--- src/rtl/crc14_fav_pkg.sv ---
// Shared types, constants and CRC step functions for the CRC-14 frame block.
package crc14_fav_pkg;

  localparam int unsigned CrcWidth   = 14;
  localparam int unsigned PayloadLen = 10;
  localparam int unsigned FrameLen   = 12;

  localparam logic [CrcWidth-1:0] PolyReset = 14'h2757;
  localparam logic [7:0]          TopMask   = 8'hF8;

  localparam logic [1:0] MODE_STREAM = 2'd0;
  localparam logic [1:0] MODE_APPEND = 2'd1;
  localparam logic [1:0] MODE_VERIFY = 2'd2;

  // Byte positions inside a frame.
  localparam logic [3:0] POS_LAST_PAYLOAD = 4'(PayloadLen - 1);
  localparam logic [3:0] POS_CRC_MID      = 4'(FrameLen - 2);
  localparam logic [3:0] POS_CRC_END      = 4'(FrameLen - 1);

  typedef struct packed {
    logic [1:0] mode;
    logic [7:0] data_byte;
    logic [3:0] bit_count;
    logic       last;
  } in_req_t;

  typedef struct packed {
    logic [7:0]          out_byte;
    logic [CrcWidth-1:0] crc_value;
    logic                crc_ok;
    logic                last_out;
  } out_rsp_t;

  function automatic logic [CrcWidth-1:0] crc_step(
    input logic [CrcWidth-1:0] crc,
    input logic                din,
    input logic [CrcWidth-1:0] poly
  );
    logic [CrcWidth-1:0] nxt;
    nxt = {crc[CrcWidth-2:0], 1'b0};
    if (crc[CrcWidth-1] ^ din) begin
      nxt = nxt ^ poly;
    end
    return nxt;
  endfunction

  // Feeds the leading cnt bits of a byte, MSB first; counts above eight act as eight.
  function automatic logic [CrcWidth-1:0] crc_byte(
    input logic [CrcWidth-1:0] crc,
    input logic [7:0]          data,
    input logic [3:0]          cnt,
    input logic [CrcWidth-1:0] poly
  );
    logic [CrcWidth-1:0] c;
    c = crc;
    for (int i = 0; i < 8; i++) begin
      if (4'(i) < cnt) begin
        c = crc_step(c, data[3'(7 - i)], poly);
      end
    end
    return c;
  endfunction

endpackage

--- src/rtl/crc14_fav_in_if.sv ---
// Request channel carrying one input byte and its control fields.
interface crc14_fav_in_if import crc14_fav_pkg::*; ();
  logic    valid;
  logic    ready;
  in_req_t data;

  modport source (output valid, output data, input ready);
  modport sink   (input valid, input data, output ready);
endinterface

--- src/rtl/crc14_fav_out_if.sv ---
// Result channel carrying one output byte, CRC and verdict.
interface crc14_fav_out_if import crc14_fav_pkg::*; ();
  logic     valid;
  logic     ready;
  out_rsp_t data;

  modport source (output valid, output data, input ready);
  modport sink   (input valid, input data, output ready);
endinterface

--- src/rtl/crc14_frame_append_verify.sv ---
// CRC-14 stream, frame append and frame verify block, top level.
//
//   channel  dir  request                       meaning
//   in_i     in   mode, data_byte, bit_count,   one byte per request
//                 last
//   out_o    out  out_byte, crc_value, crc_ok,  one or three results per request,
//                 last_out                      none for mode 3, early verify bytes
//   cfg      in   cfg_we_i, cfg_wdata_i         polynomial register
//
// For each accepted request, the byte update runs through an unrolled
// bit-serial CRC network straight into the state and a two-entry result queue.
// A final payload byte in append mode yields three results from one queue entry,
// which leaves the queue only after its third result is taken.
// Reset clears the state, the queue and sets the polynomial to 0x2757.
// A stalled output blocks input only once both queue entries are occupied.
module crc14_frame_append_verify import crc14_fav_pkg::*; (
  input  logic                clk_i,
  input  logic                rst_ni,
  input  logic                cfg_we_i,
  input  logic [CrcWidth-1:0] cfg_wdata_i,
  crc14_fav_in_if.sink        in_i,
  crc14_fav_out_if.source     out_o
);

  typedef struct packed {
    out_rsp_t rsp;
    logic     triple;
  } entry_t;

  logic [CrcWidth-1:0] poly_q;
  logic [CrcWidth-1:0] crc_q, crc_d;
  logic [3:0]          pos_q, pos_d;
  logic                seen_q, seen_d;
  logic [CrcWidth-1:0] rcv_q, rcv_d;

  entry_t     fifo_q [2];
  logic       wr_ptr_q, rd_ptr_q;
  logic [1:0] cnt_q;
  logic [1:0] sub_q;

  logic   in_acc, out_acc, pop, push;
  entry_t push_entry;
  entry_t head;

  in_req_t             req;
  logic [CrcWidth-1:0] crc_base, crc_full, crc_tail;
  logic                seen_base, seen_new;
  logic [CrcWidth-1:0] rcv_base, rcv_final;
  logic [7:0]          masked;

  assign req      = in_i.data;
  assign in_i.ready = (cnt_q < 2'd2);
  assign in_acc   = in_i.valid && in_i.ready;

  always_ff @(posedge clk_i or negedge rst_ni) begin
    if (!rst_ni) begin
      poly_q <= PolyReset;
    end else if (cfg_we_i) begin
      poly_q <= cfg_wdata_i;
    end
  end

  // A frame item at position zero starts from a cleared frame state.
  always_comb begin
    crc_base  = (pos_q == 4'd0) ? '0 : crc_q;
    seen_base = (pos_q == 4'd0) ? 1'b0 : seen_q;
    rcv_base  = (pos_q == 4'd0) ? '0 : rcv_q;
    masked    = req.data_byte & TopMask;
    crc_full  = crc_byte(crc_base, req.data_byte, 4'd8, poly_q);
    // Final payload byte: top five bits, then five zero bits in total.
    crc_tail  = crc_byte(crc_base, masked, 4'd8, poly_q);
    crc_tail  = crc_step(crc_tail, 1'b0, poly_q);
    crc_tail  = crc_step(crc_tail, 1'b0, poly_q);
    seen_new  = seen_base || (req.data_byte != 8'd0);
    rcv_final = rcv_base | {11'd0, req.data_byte[7:5]};
  end

  always_comb begin
    crc_d      = crc_q;
    pos_d      = pos_q;
    seen_d     = seen_q;
    rcv_d      = rcv_q;
    push       = 1'b0;
    push_entry = '0;
    unique case (req.mode)
      MODE_STREAM: begin
        // Any open frame is abandoned, so the stream restarts from zero.
        push_entry.rsp.crc_value = crc_byte((pos_q == 4'd0) ? crc_q : '0,
                                            req.data_byte, req.bit_count, poly_q);
        push_entry.rsp.last_out  = req.last;
        push   = 1'b1;
        crc_d  = req.last ? '0 : push_entry.rsp.crc_value;
        pos_d  = '0;
        seen_d = 1'b0;
        rcv_d  = '0;
      end
      MODE_APPEND: begin
        push = 1'b1;
        if (pos_q < POS_LAST_PAYLOAD) begin
          crc_d  = crc_full;
          pos_d  = pos_q + 4'd1;
          seen_d = seen_base;
          rcv_d  = rcv_base;
          push_entry.rsp.out_byte  = req.data_byte;
          push_entry.rsp.crc_value = crc_full;
        end else begin
          crc_d  = '0;
          pos_d  = '0;
          seen_d = 1'b0;
          rcv_d  = '0;
          push_entry.rsp.out_byte  = masked | {5'd0, crc_tail[CrcWidth-1 -: 3]};
          push_entry.rsp.crc_value = crc_tail;
          push_entry.triple        = 1'b1;
        end
      end
      MODE_VERIFY: begin
        seen_d = seen_new;
        crc_d  = crc_base;
        rcv_d  = rcv_base;
        pos_d  = pos_q + 4'd1;
        if (pos_q < POS_LAST_PAYLOAD) begin
          crc_d = crc_full;
        end else if (pos_q == POS_LAST_PAYLOAD) begin
          crc_d = crc_tail;
          rcv_d = {req.data_byte[2:0], 11'd0};
        end else if (pos_q == POS_CRC_MID) begin
          rcv_d = rcv_base | {3'd0, req.data_byte, 3'd0};
        end else begin
          push = 1'b1;
          push_entry.rsp.crc_value = crc_base;
          push_entry.rsp.crc_ok    = seen_new && (crc_base == rcv_final);
          push_entry.rsp.last_out  = 1'b1;
          crc_d  = '0;
          pos_d  = '0;
          seen_d = 1'b0;
          rcv_d  = '0;
        end
      end
      default: begin
        // The unused mode code is dropped without effect.
      end
    endcase
  end

  always_ff @(posedge clk_i or negedge rst_ni) begin
    if (!rst_ni) begin
      crc_q  <= '0;
      pos_q  <= '0;
      seen_q <= 1'b0;
      rcv_q  <= '0;
    end else if (in_acc) begin
      crc_q  <= crc_d;
      pos_q  <= pos_d;
      seen_q <= seen_d;
      rcv_q  <= rcv_d;
    end
  end

  // Result queue: one entry per pushed request, expanded into one or three results.
  assign head    = fifo_q[rd_ptr_q];
  assign out_acc = out_o.valid && out_o.ready;
  assign pop     = out_acc && (!head.triple || (sub_q == 2'd2));

  always_ff @(posedge clk_i) begin
    if (in_acc && push) begin
      fifo_q[wr_ptr_q] <= push_entry;
    end
  end

  always_ff @(posedge clk_i or negedge rst_ni) begin
    if (!rst_ni) begin
      wr_ptr_q <= 1'b0;
      rd_ptr_q <= 1'b0;
      cnt_q    <= '0;
      sub_q    <= '0;
    end else begin
      if (in_acc && push) begin
        wr_ptr_q <= !wr_ptr_q;
      end
      if (pop) begin
        rd_ptr_q <= !rd_ptr_q;
        sub_q    <= '0;
      end else if (out_acc) begin
        sub_q <= sub_q + 2'd1;
      end
      cnt_q <= cnt_q + {1'b0, (in_acc && push)} - {1'b0, pop};
    end
  end

  assign out_o.valid = (cnt_q != 2'd0);

  always_comb begin
    out_o.data = head.rsp;
    case (sub_q)
      2'd0: begin
        out_o.data.last_out = head.rsp.last_out && !head.triple;
      end
      2'd1: begin
        out_o.data.out_byte = head.rsp.crc_value[10:3];
        out_o.data.last_out = 1'b0;
      end
      default: begin
        out_o.data.out_byte = {head.rsp.crc_value[2:0], 5'd0};
        out_o.data.last_out = 1'b1;
      end
    endcase
  end

  a_cnt_bound: assert property (@(posedge clk_i) disable iff (!rst_ni)
    cnt_q <= 2'd2)
    else $error("result queue count out of range");

  a_sub_triple: assert property (@(posedge clk_i) disable iff (!rst_ni)
    (sub_q != 2'd0) |-> (out_o.valid && head.triple))
    else $error("result index advanced on a single-result entry");

  a_pos_bound: assert property (@(posedge clk_i) disable iff (!rst_ni)
    pos_q <= POS_CRC_END)
    else $error("frame position beyond frame end");

  a_last_resets_sub: assert property (@(posedge clk_i) disable iff (!rst_ni)
    (out_acc && out_o.data.last_out) |=> (sub_q == 2'd0))
    else $error("result index not rewound after last result");

endmodule

--- src/flat_wrapper.sv ---
// flat-port wrapper written by rule: the top's interface ports become plain ports
module crc14_frame_append_verify_flat import crc14_fav_pkg::*;
  (clk_i, rst_ni, cfg_we_i, cfg_wdata_i, in_i_valid, in_i_data, in_i_ready, out_o_valid, out_o_data, out_o_ready);
  crc14_fav_in_if in_i_i ();
  crc14_fav_out_if out_o_i ();
  input  logic clk_i;
  input  logic rst_ni;
  input  logic cfg_we_i;
  input  logic [CrcWidth-1:0] cfg_wdata_i;
  input wire logic [$bits(in_i_i.valid)-1:0] in_i_valid;
  input wire logic [$bits(in_i_i.data)-1:0] in_i_data;
  output wire logic [$bits(in_i_i.ready)-1:0] in_i_ready;
  output wire logic [$bits(out_o_i.valid)-1:0] out_o_valid;
  output wire logic [$bits(out_o_i.data)-1:0] out_o_data;
  input wire logic [$bits(out_o_i.ready)-1:0] out_o_ready;
  assign in_i_i.valid = in_i_valid;
  assign in_i_i.data = in_i_data;
  assign in_i_ready = in_i_i.ready;
  assign out_o_valid = out_o_i.valid;
  assign out_o_data = out_o_i.data;
  assign out_o_i.ready = out_o_ready;
  crc14_frame_append_verify u_core (.clk_i(clk_i), .rst_ni(rst_ni), .cfg_we_i(cfg_we_i), .cfg_wdata_i(cfg_wdata_i), .in_i(in_i_i), .out_o(out_o_i));
endmodule
--- config.mk ---
export PLATFORM = sky130hd
export DESIGN_NAME = crc14_frame_append_verify_flat
export DESIGN_NICKNAME = d
export VERILOG_FILES = /design/src/rtl/crc14_fav_pkg.sv /design/src/rtl/crc14_fav_in_if.sv /design/src/rtl/crc14_fav_out_if.sv /design/src/rtl/crc14_frame_append_verify.sv /design/src/flat_wrapper.sv
export SDC_FILE = /design/constraint.sdc
export NUM_CORES = 1
export LEC_CHECK = 0
export BUFFER_PORTS_ARGS = -buffer_cell sky130_fd_sc_hd__buf_2
export CELL_PAD_IN_SITES_DETAIL_PLACEMENT = 0
export CELL_PAD_IN_SITES_GLOBAL_PLACEMENT = 1
export CORE_MARGIN = 2
export CORE_UTILIZATION = 43
export DETAILED_ROUTE_END_ITERATION = 6
export PLACE_DENSITY = 0.82
export SYNTH_ARGS = -nofsm -noshare
export SYNTH_HDL_FRONTEND = slang
export SYNTH_SLANG_ARGS = --single-unit
--- constraint.sdc ---
create_clock -name clk_i -period 4.3 [get_ports clk_i]
set_input_delay 0.215 -clock clk_i [delete_from_list [all_inputs] [get_ports clk_i]]
set_output_delay 0.215 -clock clk_i [all_outputs]
set_load 0.005 [all_outputs]
==> key figures <==
STA
  – Final setup fails: 0
  – Final Cycle Share: 99.6%
  – Max-slew violation count: 0
  – Maximum clock frequency: 0.233 GHz
  – Min Hold Slack: -29.8 ps
  – RSZ-0062 raised after global routing: true
  – Crit path time final: 4280 ps
  – Relative slew slack: 35.2%
  – Fin. Hold Viols: 13
  – Clock skew: 27.2 ps
  – Slew @ Worst Pin: 970 ps

Worst setup path
  – Worst path bufs/invs: 2
  – Critical path class: register to register
  – Slowest-stage cell, CP: or4_4
  – Arrival @ worst endpoint: 4340 ps
  – CP max stage delay: 580 ps
  – Worst EP required: 4360 ps
  – Crit path top cell by count: buf_4
  – CP endpoint kind: register
  – Crit start category: register
  – Worst path top cell family by delay: simple AND/OR/NAND/NOR gates
  – Critical path, cell by cell: mux4_2 > mux2_4 > o31a_1 > nor2_2 > nor4_1 > o311a_1 > or4_4 > buf_4 > nand3_1 > xor2_1 > mux2i_2 > buf_4 > a221oi_2 > nor2_1
  – Maximum fanout along the worst path: 8

Floorplan
  – IO Pins: 60
  – Area of the core: 24500 um2
  – Vert. Die Dim: 162 um
  – Starting Density: 44.0%
  – Cell Rows: 57
  – Die ar.: 26300 um2
  – Die width: 162 um

Worst hold path
  – Min-Delay Path Class: input port to async pin

Detailed routing
  – DRC violations left: 0
  – WL final: 39400 um
  – Post-route ant nets: 0
  – Avg WL per Cell: 22.0 um
  – Vias: 10900
  – Drt pass-1 iters: 5
  – Vias/cell: 6.13
  – Initial drt markers: 1046

Logic synthesis
  – Synth top area cells: edfxtp_1, dfrtp_1, xnor2_1, nand2_1, mux2_2
  – Yosys cell types: 99
  – Post-synthesis async set-or-reset flop share: 51.5%
  – Ys flop type: edfxtp_1
  – Synthesized Nets: 1362
  – Area leader, netlist: edfxtp_1
  – Gate Count Post-Synth: 1314
  – Cell area after synthesis: 10800 um2
  – Number of synthesized flops with an enable pin: 50
  – Synth top area share: 13.9%
  – Synth warnings: 0
  – Most frequent cell after synthesis: nand2_1
  – Synth cell count leaders: nand2_1, xnor2_1, clkbuf_1
  – Register area share after synthesis: 26.4%
  – #FFs+latches synth: 103
  – Syn_area_per_cell: 8.19 um2

Finish
  – Syn-to-layout area delta: 21.8%
  – Nets: 1504
  – Antenna cells: 0
  – Share of layout cells above drive strength 1: 29.6%
  – Final instance area: 13100 um2

GRT
  – Vias in the first global route: 10100
  – GRT Total Usage: 29.5%
  – First-pass GRT wire length: 59800 um
  – Initial antenna violation count: 0
  – Largest net degree at the start of global routing: 54
  – Total grt overflow: 0

Pwr
  – Pwr per Cell Area: 856 nW/um2
  – Max rail drop VDD: 0.753 mV
  – Leakage: 5.29 nW

CTS
  – CTS tree: yes
  – Clk slew on worst S/H paths: 90 ps
  – CTS Hold Bufs: 0
  – CTS Buf Count: 9
  – CTS Root Cell: clkbuf_16
  – Max clock buf depth: 2
  – Insertion delay to the later sink of the worst-skew pair: 380 ps
  – Sink Count: 103
  – H-tree lvl count: 3

Outcome
  – Failing checks: hold timing
  – Status: finished with violations

Placement
  – GP Congestion: 0.980
  – IO Port Bufs: 59
  – DP Wirelength: 29000 um
  – Area after DPL: 12300 um2

Job
  – Max_cap viols: 0
## routing by layer
layer,vias up,part of all wire (%),global-route usage [%]
met1,5267,43,40.7
met2,568,46,47.1
li1,5030,-,-
met5,-,0,0
met4,0,3.4,10.5
met3,74,8.2,4.42
## final timing paths
kind | end | start | slack [ps] | cells after the start
worst max-delay path | u_core.fifo_q[0][12] | u_core.crc_q[9] | 20 | 14
worst min-delay path | u_core.poly_q[3] | rst_ni | -30 | 2
worst max register to register | u_core.fifo_q[0][12] | u_core.crc_q[9] | 20 | 14
worst min register to register | u_core.cnt_q[1] | u_core.cnt_q[1] | 480 | 1
max in group asynchronous | u_core.seen_q | rst_ni | 3790 | 2
min in group clk_i | u_core.poly_q[12] | cfg_wdata_i[12] | 40 | 3
## cell families (layout without fill, tap and decap cells)
kind of cell	Yosys count	after routing	share of synthesized area (%)
AO/OA/AOI/OAI	352	352	23.8
XOR/XNOR	161	161	13.7
adder cells (fa/ha/maj)	14	14	1.63
buffers and inverters	154	301	6.40
flip-flops	103	103	26.4
multiplexers	77	77	8.51
AND/OR/NAND/NOR	453	453	19.6
## area by class of cell
| cell class | count | area, um2 |
|---|---|---|
| Timing Repair Buffer | 259 | 1920 |
| Inverter | 26 | 101 |
| Multi-Input combinational cell | 1057 | 7570 |
| Tap cell | 324 | 405 |
| Fill cell | 2280 | 11300 |
| Sequential cell | 103 | 2840 |
| Clock buffer | 9 | 225 |
| Clock inverter | 7 | 63.8 |
## timing repair
action	CTS	global route
resized for setup	20	56
gates cloned	1	0
endpoints found under the setup margin	25	44
setup buffers	12	16
pin swaps	14	19
## cells in the final DEF, fill, tap and decap left out, types with 10 or more instances in the layout
| cell | synthesis | routed |
|---|---|---|
| edfxtp_1 | 50 | 50 |
| mux2_2 | 41 | 41 |
| nor2_1 | 74 | 74 |
| dfrtp_1 | 44 | 44 |
| a221oi_1 | 18 | 11 |
| nand3_1 | 30 | 30 |
| a31oi_1 | 18 | 16 |
| nand2_1 | 221 | 221 |
| xnor2_1 | 117 | 112 |
| and2_1 | 19 | 18 |
| a21oi_1 | 67 | 60 |
| buf_4 | 3 | 188 |
| a22o_1 | 29 | 29 |
| inv_1 | 25 | 22 |
| ha_1 | 14 | 13 |
| nand4_1 | 12 | 12 |
| nor3_1 | 22 | 21 |
| a221oi_2 | 4 | 11 |
| buf_2 | 25 | 59 |
| o21ai_0 | 63 | 55 |
| nor2b_1 | 11 | 10 |
| xor2_1 | 39 | 39 |
| o21ai_1 | 12 | 17 |
| o22ai_1 | 14 | 14 |
| mux2i_1 | 24 | 21 |
| o211ai_1 | 15 | 15 |
## through the flow
step / worst slack, ps / util (%) / power (mW) / setup TNS, ps / std cells
5_1_grt: -142 / 53.6 / 11.9 / -2470 / 1785
2_1_floorplan: 106 / - / 6.44 / 0 / 1314
3_3_place_gp: -45.5 / 50.1 / 9.38 / -203 / 1742
4_1_cts: -7.04 / 52.1 / 10.6 / -14.0 / 1770
6_report: 16.3 / 53.6 / 11.2 / 0 / 1785
3_5_place_dp: -130 / 50.1 / 9.42 / -886 / 1742
## sequential cells by signal, summed over array words and instances, names as in the netlist
name,flops
u_core.cnt_q,2
u_core.crc_q,14
u_core.fifo_q,50
u_core.poly_q,14
u_core.pos_q,4
u_core.rcv_q,14
u_core.rd_ptr_q,1
u_core.seen_q,1
u_core.sub_q,2
u_core.wr_ptr_q,1
## power breakdown
part           internal (mW)  leakage [nW]  switching (mW)
Combinational           4.16          4.03            4.73
Clock                  0.407         0.140           0.448
Sequential              1.23          1.12           0.242
No activity file was read; power rests on OpenSTA's default activity.
